## src/ica_pkg.sv

```systemverilog
`default_nettype none

package ica_pkg;

  // Input transaction: one raw IMU sample
  typedef struct packed {
    logic signed [15:0] accel_x;
    logic signed [15:0] accel_y;
    logic signed [15:0] accel_z;
    logic signed [15:0] rate_x;
    logic signed [15:0] rate_y;
    logic signed [15:0] rate_z;
    logic        [15:0] elapsed_ms;
  } imu_sample_t;

  // Output transaction: blended attitude, degrees Q15.16
  typedef struct packed {
    logic signed [31:0] pitch_deg;
    logic signed [31:0] roll_deg;
    logic signed [31:0] yaw_step_deg;
  } attitude_t;

  // Configuration register indexes
  localparam logic [2:0] REG_GYRO_FULL_SCALE = 3'd0;
  localparam logic [2:0] REG_GYRO_OFFSET_X   = 3'd1;
  localparam logic [2:0] REG_GYRO_OFFSET_Y   = 3'd2;
  localparam logic [2:0] REG_GYRO_OFFSET_Z   = 3'd3;
  localparam logic [2:0] REG_ACCEL_WEIGHT    = 3'd4;

  localparam logic [1:0]  GYRO_FULL_SCALE_RST = 2'd3;
  localparam logic [15:0] ACCEL_WEIGHT_RST    = 16'd3277;

  localparam int CORDIC_STEPS_DEF = 16;
  localparam int ATAN_LEN         = 24;

  // 90 degrees in Q16
  localparam logic signed [26:0] DEG90_Q16 = 27'sd5898240;

  // CORDIC arctangent table, degrees Q16
  function automatic logic [21:0] atan_entry(input logic [4:0] idx);
    logic [21:0] v;
    unique case (idx)
      5'd0:  v = 22'd2949120;
      5'd1:  v = 22'd1740967;
      5'd2:  v = 22'd919879;
      5'd3:  v = 22'd466945;
      5'd4:  v = 22'd234379;
      5'd5:  v = 22'd117304;
      5'd6:  v = 22'd58666;
      5'd7:  v = 22'd29335;
      5'd8:  v = 22'd14668;
      5'd9:  v = 22'd7334;
      5'd10: v = 22'd3667;
      5'd11: v = 22'd1833;
      5'd12: v = 22'd917;
      5'd13: v = 22'd458;
      5'd14: v = 22'd229;
      5'd15: v = 22'd115;
      5'd16: v = 22'd57;
      5'd17: v = 22'd29;
      5'd18: v = 22'd14;
      5'd19: v = 22'd7;
      5'd20: v = 22'd4;
      5'd21: v = 22'd2;
      5'd22: v = 22'd1;
      default: v = 22'd0;
    endcase
    return v;
  endfunction

endpackage

`default_nettype wire

```

## src/imu_complementary_attitude.sv

```systemverilog
// IMU complementary attitude estimator.
// Input channel (in_valid / in_stall / in_data): one raw IMU sample per
// transaction; a transaction completes on a clock edge with in_valid high and
// in_stall low. Output channel (out_valid / out_stall / out_data): one result
// per sample with blended pitch, roll and this step's yaw angle, Q15.16 deg.
// Configuration: cfg_write with cfg_index / cfg_data writes one register
// (full scale, three gyro offsets, accelerometer weight); write only when idle.
// A new sample is taken once the result is in the output register; the block
// does not take a new sample while it is still working on the last one. The
// pace is set by the shared CORDIC stage, run twice per sample one
// micro-rotation per cycle, and by the single 22x17 multiplier, used seven
// times per sample.
// Reset (rst, synchronous) restores the register defaults, clears both
// angles and empties the output register.
// If the receiver stalls, the result holds in the output register and the
// block still takes and works on the next sample; it then waits before the
// result stage until the held result has been taken.
`default_nettype none

module imu_complementary_attitude
  import ica_pkg::*;
#(
  parameter int CORDIC_STEPS = CORDIC_STEPS_DEF
) (
  input  wire logic        clk,
  input  wire logic        rst,
  input  wire logic        in_valid,
  output      logic        in_stall,
  input  wire imu_sample_t in_data,
  output      logic        out_valid,
  input  wire logic        out_stall,
  output      attitude_t   out_data,
  input  wire logic        cfg_write,
  input  wire logic [2:0]  cfg_index,
  input  wire logic [15:0] cfg_data
);

  localparam int NSTEP     = (CORDIC_STEPS < ATAN_LEN) ? CORDIC_STEPS : ATAN_LEN;
  localparam int CNT_W     = (NSTEP > 1) ? $clog2(NSTEP) : 1;
  localparam int STEP_W    = 36;   // gyro step width
  localparam int CW        = 28;   // CORDIC x/y width
  localparam int ZW        = 27;   // CORDIC angle width

  typedef enum logic [9:0] {
    S_IDLE   = 10'b0000000001,
    S_GMUL   = 10'b0000000010,
    S_GACC   = 10'b0000000100,
    S_CINIT  = 10'b0000001000,
    S_CITER  = 10'b0000010000,
    S_BSUB   = 10'b0000100000,
    S_BMUL_L = 10'b0001000000,
    S_BMUL_H = 10'b0010000000,
    S_BFIN   = 10'b0100000000,
    S_PUSH   = 10'b1000000000
  } state_t;

  state_t state;

  // Configuration registers
  logic        [1:0]  fs;
  logic signed [15:0] off_x, off_y, off_z;
  logic        [15:0] weight;

  // Attitude state
  logic signed [31:0] roll_angle, pitch_angle;

  // Working registers
  imu_sample_t              sample;
  logic        [1:0]        gidx;
  logic                     axis;      // 0 roll, 1 pitch
  logic        [CNT_W-1:0]  cnt;
  logic signed [STEP_W-1:0] step_x, step_y, step_z;
  logic signed [CW-1:0]     cx, cy;
  logic signed [ZW-1:0]     cz;
  logic                     czero;
  logic signed [ZW-1:0]     tilt_roll, tilt_pitch;
  logic signed [36:0]       g_q;
  logic signed [37:0]       e_q;
  logic        [16:0]       lo_q;

  // Shared multiplier
  logic signed [21:0] mul_a;
  logic signed [16:0] mul_b;
  logic signed [38:0] mul_p;

  // Combinational datapath
  logic signed [16:0]       d_x, d_y, d_z, d_sel;
  logic signed [38:0]       gp;
  logic signed [STEP_W-1:0] step_new;
  logic signed [16:0]       abs_ax, abs_ay;
  logic signed [17:0]       v_x, v_y;
  logic signed [CW-1:0]     xs, ys;
  logic signed [CW-1:0]     cx_next, cy_next, sh_x, sh_y;
  logic signed [ZW-1:0]     cz_next, at_val, tilt_new;
  logic signed [31:0]       angle_sel;
  logic signed [STEP_W-1:0] step_sel;
  logic signed [ZW-1:0]     tilt_sel;
  logic signed [36:0]       g_new;
  logic signed [37:0]       e_new;
  logic        [32:0]       lo_sum;
  logic signed [39:0]       blend_sum;
  logic signed [31:0]       blend_sat;
  logic signed [31:0]       yaw_sat;
  logic                     push_ok;

  function automatic logic signed [31:0] sat32(input logic signed [39:0] v);
    logic signed [31:0] r;
    if (v > 40'sd2147483647) begin
      r = 32'sh7fffffff;
    end else if (v < -40'sd2147483648) begin
      r = 32'sh80000000;
    end else begin
      r = v[31:0];
    end
    return r;
  endfunction

  assign in_stall = (state != S_IDLE);
  assign push_ok  = !out_valid || !out_stall;

  // Gyro: rate less offset, product scaled by full scale, halved rounding up
  always_comb begin
    d_x = 17'(sample.rate_x) - 17'(off_x);
    d_y = 17'(sample.rate_y) - 17'(off_y);
    d_z = 17'(sample.rate_z) - 17'(off_z);
    unique case (gidx)
      2'd0:    d_sel = d_x;
      2'd1:    d_sel = d_y;
      default: d_sel = d_z;
    endcase
    gp       = (mul_p <<< fs) + 39'sd1;
    step_new = STEP_W'(gp >>> 1);
    yaw_sat  = sat32(40'(step_z));
  end

  // CORDIC: start vector with pre-rotation, and one micro-rotation
  always_comb begin
    abs_ax = 17'(sample.accel_x);
    abs_ax = abs_ax[16] ? -abs_ax : abs_ax;
    abs_ay = 17'(sample.accel_y);
    abs_ay = abs_ay[16] ? -abs_ay : abs_ay;
    if (axis) begin
      v_y = 18'(sample.accel_x);
      v_x = 18'(sample.accel_z) + 18'(abs_ay);
    end else begin
      v_y = 18'(sample.accel_y);
      v_x = 18'(sample.accel_z) + 18'(abs_ax);
    end
    xs = CW'(v_x) <<< 8;
    ys = CW'(v_y) <<< 8;

    sh_x   = cx >>> cnt;
    sh_y   = cy >>> cnt;
    at_val = ZW'(atan_entry(5'(cnt)));
    if (!cy[CW-1]) begin
      cx_next = cx + sh_y;
      cy_next = cy - sh_x;
      cz_next = cz + at_val;
    end else begin
      cx_next = cx - sh_y;
      cy_next = cy + sh_x;
      cz_next = cz - at_val;
    end
    if (czero) begin
      tilt_new = '0;
    end else if (axis) begin
      tilt_new = -cz_next;
    end else begin
      tilt_new = cz_next;
    end
  end

  // Blend: angle = g + (tilt - g) * w / 2^16, rounded half up
  always_comb begin
    angle_sel = axis ? pitch_angle : roll_angle;
    step_sel  = axis ? step_y : step_x;
    tilt_sel  = axis ? tilt_pitch : tilt_roll;
    g_new     = 37'(angle_sel) + 37'(step_sel);
    e_new     = 38'(tilt_sel) - 38'(g_new);
    lo_sum    = {1'b0, mul_p[31:0]} + 33'd32768;
    blend_sum = 40'(g_q) + 40'(mul_p) + 40'($signed({1'b0, lo_q}));
    blend_sat = sat32(blend_sum);
  end

  // Multiplier operand select
  always_comb begin
    mul_a = '0;
    mul_b = '0;
    unique case (state)
      S_GMUL: begin
        mul_a = 22'(d_sel);
        mul_b = $signed({1'b0, sample.elapsed_ms});
      end
      S_BMUL_L: begin
        mul_a = $signed({6'd0, e_q[15:0]});
        mul_b = $signed({1'b0, weight});
      end
      S_BMUL_H: begin
        mul_a = e_q[37:16];
        mul_b = $signed({1'b0, weight});
      end
      default: begin
        mul_a = '0;
        mul_b = '0;
      end
    endcase
  end

  always_ff @(posedge clk) begin
    mul_p <= 39'(mul_a * mul_b);
  end

  // Configuration registers
  always_ff @(posedge clk) begin
    if (rst) begin
      fs     <= GYRO_FULL_SCALE_RST;
      off_x  <= '0;
      off_y  <= '0;
      off_z  <= '0;
      weight <= ACCEL_WEIGHT_RST;
    end else if (cfg_write) begin
      unique case (cfg_index)
        REG_GYRO_FULL_SCALE: fs     <= cfg_data[1:0];
        REG_GYRO_OFFSET_X:   off_x  <= cfg_data;
        REG_GYRO_OFFSET_Y:   off_y  <= cfg_data;
        REG_GYRO_OFFSET_Z:   off_z  <= cfg_data;
        REG_ACCEL_WEIGHT:    weight <= cfg_data;
        default: ;
      endcase
    end
  end

  // Sequencer and control state
  always_ff @(posedge clk) begin
    if (rst) begin
      state       <= S_IDLE;
      out_valid   <= 1'b0;
      roll_angle  <= '0;
      pitch_angle <= '0;
      gidx        <= '0;
      axis        <= 1'b0;
      cnt         <= '0;
    end else begin
      // Result register: load on push, clear once taken
      if (state == S_PUSH && push_ok) begin
        out_valid <= 1'b1;
      end else if (out_valid && !out_stall) begin
        out_valid <= 1'b0;
      end
      unique case (state)
        S_IDLE: begin
          if (in_valid) begin
            gidx  <= '0;
            state <= S_GMUL;
          end
        end
        S_GMUL: begin
          state <= S_GACC;
        end
        S_GACC: begin
          if (gidx == 2'd2) begin
            axis  <= 1'b0;
            state <= S_CINIT;
          end else begin
            gidx  <= gidx + 2'd1;
            state <= S_GMUL;
          end
        end
        S_CINIT: begin
          cnt   <= '0;
          state <= S_CITER;
        end
        S_CITER: begin
          if (cnt == CNT_W'(NSTEP - 1)) begin
            axis  <= !axis;
            state <= axis ? S_BSUB : S_CINIT;
          end else begin
            cnt <= cnt + 1'b1;
          end
        end
        S_BSUB: begin
          state <= S_BMUL_L;
        end
        S_BMUL_L: begin
          state <= S_BMUL_H;
        end
        S_BMUL_H: begin
          state <= S_BFIN;
        end
        S_BFIN: begin
          if (axis) begin
            pitch_angle <= blend_sat;
            state       <= S_PUSH;
          end else begin
            roll_angle <= blend_sat;
            axis       <= 1'b1;
            state      <= S_BSUB;
          end
        end
        S_PUSH: begin
          if (push_ok) begin
            state <= S_IDLE;
          end
        end
        default: state <= S_IDLE;
      endcase
    end
  end

  // Datapath registers
  always_ff @(posedge clk) begin
    unique case (state)
      S_IDLE: begin
        if (in_valid) begin
          sample <= in_data;
        end
      end
      S_GACC: begin
        unique case (gidx)
          2'd0:    step_x <= step_new;
          2'd1:    step_y <= step_new;
          default: step_z <= step_new;
        endcase
      end
      S_CINIT: begin
        czero <= (v_x == 18'sd0) && (v_y == 18'sd0);
        if (xs[CW-1]) begin
          if (!ys[CW-1]) begin
            cx <= ys;
            cy <= -xs;
            cz <= DEG90_Q16;
          end else begin
            cx <= -ys;
            cy <= xs;
            cz <= -DEG90_Q16;
          end
        end else begin
          cx <= xs;
          cy <= ys;
          cz <= '0;
        end
      end
      S_CITER: begin
        cx <= cx_next;
        cy <= cy_next;
        cz <= cz_next;
        if (cnt == CNT_W'(NSTEP - 1)) begin
          if (axis) begin
            tilt_pitch <= tilt_new;
          end else begin
            tilt_roll <= tilt_new;
          end
        end
      end
      S_BSUB: begin
        g_q <= g_new;
        e_q <= e_new;
      end
      S_BMUL_H: begin
        lo_q <= lo_sum[32:16];
      end
      S_PUSH: begin
        if (push_ok) begin
          out_data.pitch_deg    <= pitch_angle;
          out_data.roll_deg     <= roll_angle;
          out_data.yaw_step_deg <= yaw_sat;
        end
      end
      default: ;
    endcase
  end

endmodule

`default_nettype wire

```

## config.mk

```make
export PLATFORM = sky130hd
export DESIGN_NAME = imu_complementary_attitude
export DESIGN_NICKNAME = d
export VERILOG_FILES = /design/src/ica_pkg.sv /design/src/imu_complementary_attitude.sv
export SDC_FILE = /design/constraint.sdc
export NUM_CORES = 2
export LEC_CHECK = 0
export ABC_AREA = 1
export CELL_PAD_IN_SITES_DETAIL_PLACEMENT = 0
export CELL_PAD_IN_SITES_GLOBAL_PLACEMENT = 1
export CORE_AREA = 5 5 473 475
export CTS_CLUSTER_DIAMETER = 120
export DETAILED_ROUTE_END_ITERATION = 10
export DIE_AREA = 0 0 478 480
export DONT_BUFFER_PORTS = 1
export GPL_TIMING_DRIVEN = 0
export PLACE_DENSITY_LB_ADDON = 0.2
export SYNTH_ARGS = -nofsm -noshare
export SYNTH_HDL_FRONTEND = slang
export SYNTH_SLANG_ARGS = --single-unit
```

## constraint.sdc

```tcl
create_clock -name clk -period 15.7 [get_ports clk]
set_input_delay 3.14 -clock clk [delete_from_list [all_inputs] [get_ports clk]]
set_output_delay 3.14 -clock clk [all_outputs]
set_load 0.005 [all_outputs]
```

==> run_results.csv <==
group,metric,value,unit
run_status,outcome,"finished clean",
flow_run,max_cap_viol_count,0,
worst_setup_path,crit_path_max_fanout,10,
cts,clkSinkCount,755,
power_and_ir_drop,p_leak,33.0,nW
grt,antenna_found_initial,34,
synthesis,seq_area_frac_synth,31.5,%
synthesis,syn-cell-area,65200,µm²
cts,clk_pin_slew,0.06,ns
synthesis,synth_top_area_share,25.1,%
detailed_routing,drtAntennaViolNets,0,
placement,place_area,69200,µm²
cts,root_buffer,"clkbuf_16",
synthesis,synthAdderAreaFrac,18.9,%
sta,worst_pin_slew,1.35,ns
synthesis,ys_types,80,
grt,grt_most_used_layer,"met2",
layout,final_cell_area,72600,µm²
grt,grt_pass1_wl,380000,µm
grt,grt-ovfl-total,0,
detailed_routing,wire_per_inst,22.6,µm
placement,numPortBuffers,0,
synthesis,synth-async-reset-ratio,0,%
synthesis,yosys_warnings,0,
cts,cts_resized,0,
sta,slew_headroom,9.86,%
layout,final_cells,11600,
sta,setup_viol,0,
detailed_routing,viasPerCell,4.97,
grt,grtUsageMet1,30.2,%
worst_setup_path,cp_top_family,"adder cells",
detailed_routing,drc_errors,0,
synthesis,synth-xor-area-share,4.12,%
cts,htreeDepth,3,
synthesis,synth_edf_count,546,
layout,nets,9512,
grt,gr-usage-all-layers,22.1,%
worst_setup_path,crit_required,16.22,ns
floorplanning,dieArea,229000,µm²
power_and_ir_drop,p_per_area,119,nW/µm²
synthesis,avgSynthCellArea,7.68,µm²
cts,worst_skew_pair.late_latency,0.76,ns
synthesis,syn_inst,8492,
sta,grt_setup_unrepaired,"false",
cts,clockBufferDepth,3,
worst_setup_path,crit_path_start_kind,"register",
synthesis,synth-seq-cells,755,
placement,pre_cts_ws,6.14,ns
floorplanning,die_w,478,µm
worst_setup_path,worst-endpoint-arrival,10.18,ns
worst_setup_path,max_stage_delay,0.74,ns
power_and_ir_drop,peakVddDrop,86.7,µV
worst_hold_path,hold_path_class,"reg -> reg",
synthesis,synth_top_area_cell,"edfxtp_1",
sta,fmax,0.104,GHz
synthesis,synth-compound-area-share,12.9,%
grt,grt_util_met2,37.2,%
cts,cts_setup_buffers,0,
sta,min_period_over_period,61.5,%
placement,routabilityCongestion,0.923,
grt,grt_pass1_vias,55900,
synthesis,synth_top_family_by_area,"simple AND/OR/NAND/NOR gates",
synthesis,syn_nets,9393,
worst_setup_path,critPathBufInv,7,
cts,cts_made_buffers,94,
detailed_routing,via_count,57500,
sta,tns,0,ns
floorplanning,die_h,480,µm
detailed_routing,drt_iter0_drc,4473,
synthesis,synthSimpleGateAreaFrac,22.0,%
placement,dp.cells,11400,
floorplanning,core,219000,µm²
sta,finClkSkew,0.0869,ns
cts,cts_tree,"built",
sta,hold_ws,0.425,ns
worst_setup_path,end_kind,"register",
synthesis,synth_mux_area_share,0.219,%
detailed_routing,postRouteWirelength,261000,µm
synthesis,synthFlopType,"edfxtp_1",
sta,period_needed,9.66,ns
worst_setup_path,cpMostUsedCell,"fa_1",
layout,layout-drive-gt1-share,4.99,%
worst_setup_path,critPathSlowestCell,"clkinv_1",
floorplanning,initial_utilization,29.8,%
grt,grt_use_met3,2.77,%
worst_setup_path,path_class,"reg -> reg",
layout,area_delta_synth_final,11.3,%
synthesis,synth_area_leaders,"edfxtp_1 25%, nand2_1 12%, fa_1 11%",
grt,grt_max_degree,44,
sta,hold_viol,0,
placement,dp_hpwl,219000,µm
sta,finalMaxSlewViolations,0,
cts,hold_buffers,0,
sta,worst_slack,6.04,ns
floorplanning,num_rows,172,
floorplanning,io_pins,234,
detailed_routing,firstDrtPassIters,5,
-- worst register-to-register path: stages (launching register included) --
cell	delay [ns]
dfxtp_1	0.33
inv_1	0.08
ha_1	0.14
clkbuf_1	0.49
clkinv_1	0.75
o31ai_1	0.71
nand2_1	0.35
nand2_1	0.44
nand2_1	0.23
fa_1	0.69
inv_1	0.13
fa_1	0.68
clkbuf_1	0.41
inv_1	0.12
fa_1	0.57
fa_1	0.54
fa_1	0.53
fa_1	0.55
inv_1	0.05
ha_1	0.42
nand2_1	0.10
nor2_1	0.15
nand2_1	0.11
nor3_1	0.19
nand3_1	0.11
o2111ai_1	0.13
xor2_1	0.44
-- cell type report --
cell class              count  area [µm²]
inverters                1473        5530
diodes                      6        15.0
fillers                 23300      146000
multi-input cells        6023       38000
repair buffers             23         324
clock buffers             120        2630
well taps                2871        3590
clock inverters            58         752
flip-flops and latches    755       20600
plain buffers             241        1150
-- worst paths after layout --
path / from / endpoint / slack, ns / cells after the start
max reg2reg: gidx[1]$_SDFFE_PP0P_ / mul_p[38]$_DFF_P_ / 6.04 / 26
min: roll_angle[28]$_SDFFE_PP0P_ / out_data[60]$_DFFE_PP_ / 0.42 / 0
min reg2reg: roll_angle[28]$_SDFFE_PP0P_ / out_data[60]$_DFFE_PP_ / 0.42 / 0
max: gidx[1]$_SDFFE_PP0P_ / mul_p[38]$_DFF_P_ / 6.04 / 26
-- layer usage --
metal	part of all wire (%)	vias to the layer above
li1	-	27800
met1	45	27800
met2	47	1482
met3	4.8	299
met4	2.6	32
met5	0.089	-
-- sequential cells by signal (all words and copies together), names as in the netlist, 4 cells and up --
signal and count:
g_q 37, e_q 38, cz 27, off_y 16, step_y 36, off_z 16
tilt_roll 27, cx 28, state 10, step_z 36, lo_q 17, mul_p 39
cy 28, roll_angle 32, pitch_angle 32, tilt_pitch 27, sample 112, weight 16
at_val 22, step_x 36, out_data 96, cnt 4, off_x 16
-- layout by cell type, fill, tap and decap left out, types with 100 or more instances in the layout --
master and count:
nand2_1 2094, inv_1 1440, a21oi_1 648, nor2_1 556, edfxtp_1 546, nand3_1 454
o21ai_0 440, ha_1 395, fa_1 370, dfxtp_1 209, xor2_1 203, clkbuf_1 134
xnor2_1 104, nor3_1 100
-- report_power, final --
group	internal [mW]	switching (mW)	leakage, nW
clock network	1.36	0.985	1.59
logic	1.08	2.74	24.7
registers	2.37	0.115	6.69
-- Yosys cell counts (71+ instances only) --
library cell,number
a21oi_1,648
clkbuf_1,123
inv_1,1440
xnor2_1,104
xor2_1,203
fa_1,370
nor3_1,101
o21ai_0,440
ha_1,395
nand4_1,71
nor2_1,562
dfxtp_1,209
edfxtp_1,546
nand3_1,454
nand2_1,2095
-- through the flow --
stage / total power, mW / util (%)
global route: 9.21 / 33.2
detailed placement: 6.31 / 31.6
global placement: 6.32 / 31.4
CTS: 8.70 / 33.2
floorplan: 4.96 / -
finish: 8.65 / 33.2
-- cells by family (layout without fill, tap and decap cells) --
group	after synthesis	after routing
muxes	13	13
xor gates and xnor gates	307	307
buffers and inverters	1714	1915
other	1	7
and+or+nand+nor	3438	3438
AOI/OAI and AO/OA	1499	1499
DFF	755	755
adders and majority gates	765	765
No activity file was read; power rests on OpenSTA's default activity.
